--- config.mk ---
export PLATFORM = sky130hd
export DESIGN_NAME = size_weighted_lru_cache
export DESIGN_NICKNAME = d
export VERILOG_FILES = /design/src/design/swlc_pkg.sv /design/src/design/size_weighted_lru_cache.sv
export VERILOG_INCLUDE_DIRS = /design/src /design/src/design
export SDC_FILE = /design/constraint.sdc
export NUM_CORES = 2
export LEC_CHECK = 0
export BUFFER_PORTS_ARGS = -buffer_cell sky130_fd_sc_hd__buf_2
export CAP_MARGIN = 20
export CELL_PAD_IN_SITES_DETAIL_PLACEMENT = 0
export CELL_PAD_IN_SITES_GLOBAL_PLACEMENT = 2
export CORE_ASPECT_RATIO = 0.6
export CORE_UTILIZATION = 45
export CTS_CLUSTER_SIZE = 16
export DETAILED_ROUTE_END_ITERATION = 8
export MAX_ROUTING_LAYER = met4
export PLACE_DENSITY = 0.9
export SETUP_SLACK_MARGIN = 0.02
export SLEW_MARGIN = 5
export SYNTH_ARGS = -nofsm -noshare
export SYNTH_HDL_FRONTEND = slang
export SYNTH_SLANG_ARGS = --single-unit
export TNS_END_PERCENT = 10
--- constraint.sdc ---
create_clock -name clk_i -period 6.47 [get_ports clk_i]
set_clock_uncertainty 0.05 [all_clocks]
set_input_delay 0.647 -clock clk_i [delete_from_list [all_inputs] [get_ports clk_i]]
set_output_delay 0.647 -clock clk_i [all_outputs]
set_load 0.05 [all_outputs]
--- src/design/size_weighted_lru_cache_defines.svh ---
// Assertion macros shared by the cache RTL.
`ifndef SIZE_WEIGHTED_LRU_CACHE_DEFINES_SVH
`define SIZE_WEIGHTED_LRU_CACHE_DEFINES_SVH

// Check on every edge out of reset.
`define SWLC_ASSERT(lbl, prop, msg) \
  lbl: assert property (@(posedge clk_i) disable iff (!rst_ni) prop) else $error(msg);

// Check on every edge, reset included.
`define SWLC_ASSERT_ALWAYS(lbl, prop, msg) \
  lbl: assert property (@(posedge clk_i) prop) else $error(msg);

`endif

--- src/design/swlc_pkg.sv ---
`timescale 1ns / 1ps
package swlc_pkg;

  localparam int Entries  = 16;
  localparam int SlotW    = $clog2(Entries);
  localparam int CntW     = $clog2(Entries + 1);
  localparam int KeyBits  = 32;
  localparam int SizeW    = 32;
  localparam int TotalW   = 36;
  localparam int PAddrW   = 4;
  localparam int PDataW   = 64;

  typedef enum logic [1:0] {
    KIND_LOOKUP     = 2'd0,
    KIND_INSERT     = 2'd1,
    KIND_INVALIDATE = 2'd2,
    KIND_TRIM       = 2'd3
  } kind_e;

  typedef enum logic {
    RES_ANSWER = 1'b0,
    RES_NOTICE = 1'b1
  } res_kind_e;

  typedef enum logic [3:0] {
    S_IDLE,
    S_SCAN,
    S_HIT_EVICT,
    S_PLACE,
    S_READ_OLD,
    S_OLD_EVICT,
    S_INSERT,
    S_SHRINK,
    S_ANSWER
  } state_e;

  localparam logic [PAddrW-1:0] AddrMaxTotal = '0;

  typedef struct packed {
    kind_e              kind;
    logic [KeyBits-1:0] key;
    logic [SizeW-1:0]   item_size;
    logic               changed;
  } req_t;

  typedef struct packed {
    res_kind_e          result_kind;
    logic [KeyBits-1:0] result_key;
    logic               hit;
    logic [SizeW-1:0]   evicted_size;
    logic [TotalW-1:0]  used_total;
    logic               last;
  } rsp_t;

  typedef struct packed {
    logic [KeyBits-1:0] key;
    logic [SizeW-1:0]   size;
  } slot_t;

endpackage

--- src/design/size_weighted_lru_cache.sv ---
`timescale 1ns / 1ps
// Channel   Direction  Handshake               Payload
// request   in         in_valid_i / in_ready_o  in_req_i  (swlc_pkg::req_t)
// result    out        out_valid_o/ out_ready_i out_rsp_o (swlc_pkg::rsp_t)
// config    in         APB psel/penable/pwrite  max_total at address 0
//
// One request at a time. A lookup, insert or invalidate scans the key/size
// memory one slot a cycle (up to all 16 slots, slot 0 read on accept).
// Evicting a hit entry retires it directly; evicting the oldest entry takes
// a read step and a retire step, plus one limit check per round while
// trimming. Evict and answer steps wait while the result side stalls.
// Reset clears valid bits, ranks, the running total and max_total; the
// key/size memory is not cleared and its data is used only for valid slots.
// A new request is taken while the last answer still waits in the output
// register.
`include "size_weighted_lru_cache_defines.svh"
module size_weighted_lru_cache (
  input  logic                         clk_i,
  input  logic                         rst_ni,
  input  logic                         in_valid_i,
  output logic                         in_ready_o,
  input  swlc_pkg::req_t               in_req_i,
  output logic                         out_valid_o,
  input  logic                         out_ready_i,
  output swlc_pkg::rsp_t               out_rsp_o,
  input  logic                         psel,
  input  logic                         penable,
  input  logic                         pwrite,
  input  logic [swlc_pkg::PAddrW-1:0]  paddr,
  input  logic [swlc_pkg::PDataW-1:0]  pwdata,
  output logic [swlc_pkg::PDataW-1:0]  prdata,
  output logic                         pready
);

  // Key/size store: one write port, one registered read port.
  swlc_pkg::slot_t                mem [swlc_pkg::Entries];
  swlc_pkg::slot_t                rdata_q;
  logic                           rd_en;
  logic [swlc_pkg::SlotW-1:0]     rd_addr;
  logic                           wr_en;
  logic [swlc_pkg::SlotW-1:0]     wr_addr;
  swlc_pkg::slot_t                wr_data;

  // Recency ranks and valid bits live in flops next to the control.
  swlc_pkg::state_e               state_q, state_d;
  swlc_pkg::req_t                 req_q, req_d;
  logic                           valid_q [swlc_pkg::Entries];
  logic                           valid_d [swlc_pkg::Entries];
  logic [swlc_pkg::SlotW-1:0]     rank_q  [swlc_pkg::Entries];
  logic [swlc_pkg::SlotW-1:0]     rank_d  [swlc_pkg::Entries];
  logic [swlc_pkg::CntW-1:0]      count_q, count_d;
  logic [swlc_pkg::TotalW-1:0]    total_q, total_d;
  logic [swlc_pkg::TotalW-1:0]    max_total_q;
  logic [swlc_pkg::SlotW-1:0]     slot_q, slot_d;
  logic [swlc_pkg::SlotW-1:0]     idx_q, idx_d;
  logic                           hit_q, hit_d;
  logic                           pre_q, pre_d;
  swlc_pkg::rsp_t                 out_q, out_d;
  logic                           out_valid_q, out_valid_d;

  logic                           can_emit;
  logic                           match;
  logic [swlc_pkg::SlotW-1:0]     oldest;
  logic [swlc_pkg::SlotW-1:0]     free_slot;
  logic                           do_evict;
  logic [swlc_pkg::TotalW:0]      sum;
  logic                           cfg_wr;
  logic [swlc_pkg::Entries-1:0]   valid_vec;

  always_ff @(posedge clk_i) begin
    if (wr_en) begin
      mem[wr_addr] <= wr_data;
    end
    if (rd_en) begin
      rdata_q <= mem[rd_addr];
    end
  end

  // Configuration port.
  assign pready = 1'b1;
  assign cfg_wr = psel && penable && pwrite;
  assign prdata = (paddr == swlc_pkg::AddrMaxTotal) ?
                  swlc_pkg::PDataW'(max_total_q) : '0;

  always_ff @(posedge clk_i or negedge rst_ni) begin
    if (!rst_ni) begin
      max_total_q <= '0;
    end else if (cfg_wr && paddr == swlc_pkg::AddrMaxTotal) begin
      max_total_q <= pwdata[swlc_pkg::TotalW-1:0];
    end
  end

  assign can_emit    = !out_valid_q || out_ready_i;
  assign match       = valid_q[idx_q] && (rdata_q.key == req_q.key);
  assign in_ready_o  = (state_q == swlc_pkg::S_IDLE);
  assign out_valid_o = out_valid_q;
  assign out_rsp_o   = out_q;

  // Oldest valid slot carries rank count-1; first free slot by priority.
  always_comb begin
    oldest    = '0;
    free_slot = '0;
    for (int i = 0; i < swlc_pkg::Entries; i++) begin
      if (valid_q[i] &&
          {1'b0, rank_q[i]} == swlc_pkg::CntW'(count_q - swlc_pkg::CntW'(1))) begin
        oldest = swlc_pkg::SlotW'(i);
      end
    end
    for (int i = swlc_pkg::Entries - 1; i >= 0; i--) begin
      if (!valid_q[i]) begin
        free_slot = swlc_pkg::SlotW'(i);
      end
    end
  end

  always_comb begin
    for (int i = 0; i < swlc_pkg::Entries; i++) begin
      valid_vec[i] = valid_q[i];
    end
  end

  always_comb begin
    state_d     = state_q;
    req_d       = req_q;
    valid_d     = valid_q;
    rank_d      = rank_q;
    count_d     = count_q;
    total_d     = total_q;
    slot_d      = slot_q;
    idx_d       = idx_q;
    hit_d       = hit_q;
    pre_d       = pre_q;
    out_d       = out_q;
    out_valid_d = out_valid_q && !out_ready_i;
    rd_en       = 1'b0;
    rd_addr     = '0;
    wr_en       = 1'b0;
    wr_addr     = free_slot;
    wr_data     = '{key: req_q.key, size: req_q.item_size};
    do_evict    = 1'b0;
    sum         = {1'b0, total_q} + swlc_pkg::TotalW'(req_q.item_size);

    case (state_q)
      swlc_pkg::S_IDLE: begin
        if (in_valid_i) begin
          req_d = in_req_i;
          idx_d = '0;
          hit_d = 1'b0;
          pre_d = 1'b0;
          if (in_req_i.kind == swlc_pkg::KIND_TRIM) begin
            state_d = swlc_pkg::S_SHRINK;
          end else begin
            rd_en   = 1'b1;
            state_d = swlc_pkg::S_SCAN;
          end
        end
      end
      swlc_pkg::S_SCAN: begin
        if (match) begin
          slot_d = idx_q;
          if (req_q.kind == swlc_pkg::KIND_INVALIDATE) begin
            state_d = swlc_pkg::S_HIT_EVICT;
          end else begin
            // Move the hit entry to the front.
            for (int i = 0; i < swlc_pkg::Entries; i++) begin
              if (valid_q[i] && rank_q[i] < rank_q[idx_q]) begin
                rank_d[i] = rank_q[i] + swlc_pkg::SlotW'(1);
              end
            end
            rank_d[idx_q] = '0;
            if (req_q.changed) begin
              state_d = swlc_pkg::S_HIT_EVICT;
            end else begin
              hit_d   = 1'b1;
              state_d = swlc_pkg::S_ANSWER;
            end
          end
        end else if (idx_q == swlc_pkg::SlotW'(swlc_pkg::Entries - 1)) begin
          state_d = (req_q.kind == swlc_pkg::KIND_INSERT) ?
                    swlc_pkg::S_PLACE : swlc_pkg::S_ANSWER;
        end else begin
          rd_en   = 1'b1;
          rd_addr = idx_q + swlc_pkg::SlotW'(1);
          idx_d   = idx_q + swlc_pkg::SlotW'(1);
        end
      end
      swlc_pkg::S_HIT_EVICT: begin
        if (can_emit) begin
          do_evict = 1'b1;
          state_d  = (req_q.kind == swlc_pkg::KIND_INSERT) ?
                     swlc_pkg::S_PLACE : swlc_pkg::S_ANSWER;
        end
      end
      swlc_pkg::S_PLACE: begin
        if (count_q == swlc_pkg::CntW'(swlc_pkg::Entries)) begin
          pre_d   = 1'b1;
          state_d = swlc_pkg::S_READ_OLD;
        end else begin
          state_d = swlc_pkg::S_INSERT;
        end
      end
      swlc_pkg::S_READ_OLD: begin
        rd_en   = 1'b1;
        rd_addr = oldest;
        slot_d  = oldest;
        state_d = swlc_pkg::S_OLD_EVICT;
      end
      swlc_pkg::S_OLD_EVICT: begin
        if (can_emit) begin
          do_evict = 1'b1;
          pre_d    = 1'b0;
          state_d  = pre_q ? swlc_pkg::S_INSERT : swlc_pkg::S_SHRINK;
        end
      end
      swlc_pkg::S_INSERT: begin
        wr_en = 1'b1;
        for (int i = 0; i < swlc_pkg::Entries; i++) begin
          if (valid_q[i]) begin
            rank_d[i] = rank_q[i] + swlc_pkg::SlotW'(1);
          end
        end
        rank_d[free_slot]  = '0;
        valid_d[free_slot] = 1'b1;
        count_d = count_q + swlc_pkg::CntW'(1);
        total_d = sum[swlc_pkg::TotalW] ? '1 : sum[swlc_pkg::TotalW-1:0];
        state_d = swlc_pkg::S_SHRINK;
      end
      swlc_pkg::S_SHRINK: begin
        if (total_q > max_total_q && count_q != '0) begin
          state_d = swlc_pkg::S_READ_OLD;
        end else begin
          state_d = swlc_pkg::S_ANSWER;
        end
      end
      swlc_pkg::S_ANSWER: begin
        if (can_emit) begin
          out_valid_d        = 1'b1;
          out_d.result_kind  = swlc_pkg::RES_ANSWER;
          out_d.result_key   = (req_q.kind == swlc_pkg::KIND_TRIM) ? '0 : req_q.key;
          out_d.hit          = hit_q;
          out_d.evicted_size = '0;
          out_d.used_total   = total_q;
          out_d.last         = 1'b1;
          state_d            = swlc_pkg::S_IDLE;
        end
      end
      default: begin
        state_d = swlc_pkg::S_IDLE;
      end
    endcase

    // Retire slot_q: drop it, close the rank gap, take back its size, send a notice.
    if (do_evict) begin
      valid_d[slot_q] = 1'b0;
      rank_d[slot_q]  = '0;
      for (int i = 0; i < swlc_pkg::Entries; i++) begin
        if (valid_q[i] && rank_q[i] > rank_q[slot_q]) begin
          rank_d[i] = rank_q[i] - swlc_pkg::SlotW'(1);
        end
      end
      count_d = count_q - swlc_pkg::CntW'(1);
      if (count_q == swlc_pkg::CntW'(1)) begin
        total_d = '0;
      end else if (total_q >= swlc_pkg::TotalW'(rdata_q.size)) begin
        total_d = total_q - swlc_pkg::TotalW'(rdata_q.size);
      end else begin
        total_d = '0;
      end
      out_valid_d        = 1'b1;
      out_d.result_kind  = swlc_pkg::RES_NOTICE;
      out_d.result_key   = rdata_q.key;
      out_d.hit          = 1'b0;
      out_d.evicted_size = rdata_q.size;
      out_d.used_total   = total_d;
      out_d.last         = 1'b0;
    end
  end

  always_ff @(posedge clk_i or negedge rst_ni) begin
    if (!rst_ni) begin
      state_q     <= swlc_pkg::S_IDLE;
      count_q     <= '0;
      total_q     <= '0;
      hit_q       <= 1'b0;
      pre_q       <= 1'b0;
      out_valid_q <= 1'b0;
      idx_q       <= '0;
      slot_q      <= '0;
      for (int i = 0; i < swlc_pkg::Entries; i++) begin
        valid_q[i] <= 1'b0;
        rank_q[i]  <= '0;
      end
    end else begin
      state_q     <= state_d;
      count_q     <= count_d;
      total_q     <= total_d;
      hit_q       <= hit_d;
      pre_q       <= pre_d;
      out_valid_q <= out_valid_d;
      idx_q       <= idx_d;
      slot_q      <= slot_d;
      valid_q     <= valid_d;
      rank_q      <= rank_d;
    end
  end

  always_ff @(posedge clk_i) begin
    req_q <= req_d;
    out_q <= out_d;
  end

  `SWLC_ASSERT(a_count_matches_valid, count_q == swlc_pkg::CntW'($countones(valid_vec)), "count out of step with valid bits")
  `SWLC_ASSERT(a_empty_total_zero, count_q == '0 |-> total_q == '0, "empty cache with nonzero total")
  `SWLC_ASSERT(a_notice_not_last, out_valid_o && out_rsp_o.result_kind == swlc_pkg::RES_NOTICE |-> !out_rsp_o.last, "notice marked last")
  `SWLC_ASSERT(a_count_bound, count_q <= swlc_pkg::CntW'(swlc_pkg::Entries), "count above capacity")

endmodule
==> reports/metrics.csv <==
stage,metric,value,unit
drt,WL/cell,27.0,um
die,Die ar.,156000,um^2
drt,DR iter-0 viols,5085,
power_and_ir_drop,Seq pwr share,0.362,
synth,Netlist cell types,94,
clock_network,postcts setup bufs,0,
synth,post-synthesis sequential area ratio,0.606,
synth,Post-synth ARST share,0.120,
power_and_ir_drop,combinational group share of total power,0.420,
critical_path,Critical Path AT,5.72,ns
finish,share of layout cells above drive strength 1,0.122,
clock_network,CTS Buffer Depth,3,
sta,fin. max-slew vios,0,
critical_path,CP Capture Type,flip-flop,
global_route,number of global-route vias before repair,43200,
synth,Post-synth EDFFs,1255,
clock_network,H-tree depth,4,
power_and_ir_drop,Net Sw Power,14800,uW
sta,fin crit period,5.27,ns
sta,endpoints failing setup,0,
sta,Hold Fails Final Rpt,0,
sta,final period utilization,0.815,
sta,slew margin rel.,0.265,
place,DP Wirelength,127000,um
finish,Multi-input gate area,25600,um^2
global_route,largest net degree at the start of global routing,132,
clock_network,clk sink count,1430,
drt,drt drc,0,
global_route,number of antenna violations at the first check in global routing,10,
finish,Reg area,42100,um^2
sta,worst-margin pin slew,1.09,ns
synth,"Cell Area, Synth",69400,um^2
clock_network,clock transition at the registers of the reported paths,0.07,ns
drt,via count,45200,
power_and_ir_drop,Peak VDD IR,0.411,mV
die,Core ar.,153000,um^2
global_route,first-pass GRT wire length,296000,um
critical_path,Worst EP required,6.92,ns
status,status,"finished, final reports clean",
drt,DR pass1 iterations,5,
critical_path,Crit Path Category,flip-flop to flip-flop,
die,die width,509,um
die,row count,111,
power_and_ir_drop,part of the power in the clock network,0.219,
min_path,WHS Path Cells,3,
power_and_ir_drop,Sw Ratio,0.405,
die,I/O Pins,312,
finish,P&R area growth vs syn,13.0,%
sta,setup_tns,0,ns
synth,"flops & latches, synth",1430,
clock_network,CTS root buf,clkbuf_16,
die,initial core utilization,0.454,
finish,filler instances,12800,
drt,ANT nets after route,0,
power_and_ir_drop,internal power,21800,uW
critical_path,reg2reg path depth,16,
clock_network,CTS tree,done,
synth,ys flop type,edfxtp_1,
synth,syn_area_per_cell,13.6,um^2
min_path,Hold WC Path Type,input port to flip-flop,
synth,Gate Count Post-Synth,5099,
global_route,grt ovf,0,
die,Die Y,306,um
drt,vias per cell,5.98,
drt,Total Wirelength,205000,um
synth,YS warnings,0,
global_route,gr usage total,0.268,
power_and_ir_drop,Tot Pwr,36600,uW
critical_path,startpoint types,flip-flop,
place,I/O Buffers,254,
finish,final net count,5813,
sta,RSZ-0062 raised after global routing,no,
power_and_ir_drop,power per cell area,466,nW/um^2
clock_network,CTS Buf Count,137,
place,GP Congestion,0.987,
power_and_ir_drop,Leak,0.0314,uW
clock_network,clk_lat worst skew,0.80,ns
sta,highest clock rate,190,MHz
run,max cap viols,0,
critical_path,crit path max fanout,19,
final timing paths:
kind / startpoint / to / slack [ns]
worst max register to register: total_q[0]$_DFFE_PN0P_ / out_rsp_o[13]$_DFFE_PP_ / 1.20
max in group asynchronous: rst_ni / rank_q[42]$_DFF_PN0_ / 4.76
worst min-delay path: pwdata[6] / max_total_q[6]$_DFFE_PN0P_ / 0.03
worst min register to register: out_rsp_o[102]$_SDFFE_PP1P_ / out_rsp_o[102]$_SDFFE_PP1P_ / 0.39
min in group asynchronous: rst_ni / max_total_q[4]$_DFFE_PN0P_ / 0.33
worst max-delay path: total_q[0]$_DFFE_PN0P_ / out_rsp_o[13]$_DFFE_PP_ / 1.20
area by class of cell:
type / instances / share of cell area
Inverter: 147 / 0.00703
Timing Repair Buffer: 461 / 0.0431
Sequential cell: 1430 / 0.536
Clock inverter: 66 / 0.00882
Tap cell: 2034 / 0.0324
Clock buffer: 182 / 0.0466
Multi-Input combinational cell: 3240 / 0.326
Antenna cell: 5 / 0.000159
flip-flops by register name, indices dropped and copies added (netlist names), 5 cells and up:
name and cells:
out_rsp_o 103, total_q 36, max_total_q 36, rdata_q 64, count_q 5, rank_q 64
valid_q 16, req_q 67, mem 1024
worst max-delay path, cell delays in order, from the launching register on:
cell and delay (ns):
dfrtp_1 0.38, inv_1 0.15, ha_1 0.20, inv_1 0.05
fa_1 0.41, a21o_1 0.20, a21oi_1 0.23, o21ai_0 0.16
and4b_1 0.26, o211ai_1 0.37, a211oi_1 0.17, nor4b_1 0.95
a221oi_4 0.36, buf_4 0.34, inv_1 0.35, or3_1 0.20
nand2_1 0.13
routing by layer:
| metal | vias to the layer above | share of wire | GRT usage |
|---|---|---|---|
| li1 | 20100 | - | - |
| met1 | 22800 | 0.45 | 0.392 |
| met2 | 2062 | 0.43 | 0.379 |
| met3 | 255 | 0.094 | 0.0546 |
| met4 | 0 | 0.019 | 0.0630 |
| met5 | - | 0 | - |
Yosys cell counts, drive strengths merged, types with 22 or more instances:
master   instances  area share
o21ai          218       0.016
mux4            45       0.015
edfxtp        1255        0.54
nor2           195       0.011
nor3            51      0.0038
xor2            69      0.0088
o21a            68      0.0074
o22ai           34      0.0031
nand3           59      0.0043
a31oi           33      0.0030
nand2b          47      0.0042
a22o            36      0.0045
xnor2          125       0.016
nand2          324       0.018
nand4           72      0.0065
mux2i          777        0.11
clkbuf         155      0.0084
a21o            76      0.0082
inv            147      0.0079
and2            54      0.0049
a22oi          136       0.015
a21oi          160       0.012
nor2b           50      0.0045
dfrtp          172       0.062
ha             252       0.045
o2111ai         22      0.0028
buf            154       0.015
kinds of logic (layout without fill, tap and decap cells):
family                   count (synthesis)  in the layout  synth area share
multiplexers                           827            827             0.127
flip-flops                            1430           1430             0.606
AO/OA/AOI/OAI                          985            985            0.0954
adder cells (fa/ha/maj)                254            254            0.0460
buffers and inverters                  456            856            0.0315
XOR/XNOR                               205            205            0.0283
other                                    2             34          0.000108
AND/OR/NAND/NOR                        940            940            0.0657
power groups by stage:
stage / combinational [uW] / clock [uW] / sequential (uW)
2_1_floorplan: 10300 / 0 / 13300
3_3_place_gp: 14800 / 0 / 13300
3_5_place_dp: 15000 / 0 / 13400
4_1_cts: 15200 / 8110 / 13200
5_1_grt: 16500 / 8450 / 13300
6_report: 15400 / 8000 / 13200
timing repair:
action / 4_1_cts / 5_1_grt
gates resized for setup: 0 / 0
hold buffers: 75 / 0
hold endpoints to repair: 115 / 0
endpoints found under the setup margin: 0 / 0
cells in the final DEF, fill, tap and decap left out, types with 41 or more instances in the layout:
master and instances:
a21o_1 76, a21oi_1 157, a22oi_1 136, and2_1 51, buf_2 253, buf_4 102
clkbuf_1 41, clkbuf_16 139, dfrtp_1 172, dlygate4sd3_1 75, edfxtp_1 1255, ha_1 252
inv_1 147, mux2i_1 777, mux4_2 45, nand2_1 320, nand2b_1 47, nand3_1 57
nand4_1 72, nor2_1 172, nor2b_1 49, nor3_1 48, o21a_1 68, o21ai_0 201
xnor2_1 124, xor2_1 68
metrics by stage:
| stage | cells | setup slack [ns] | util | cell area, um^2 | hold slack [ns] |
|---|---|---|---|---|---|
| finish | 7565 | 1.20 | 0.513 | 78500 | 0.0345 |
| global placement | 7234 | 1.42 | 0.479 | 73300 | 0.386 |
| CTS | 7559 | 1.32 | 0.513 | 78400 | 0.000604 |
| floorplan | 5126 | 1.29 | - | 69500 | 0.301 |
| global route | 7565 | 1.08 | 0.513 | 78500 | 0.0224 |
| detailed placement | 7236 | 1.36 | 0.479 | 73300 | 0.389 |
(Power assumes the default switching activity.)
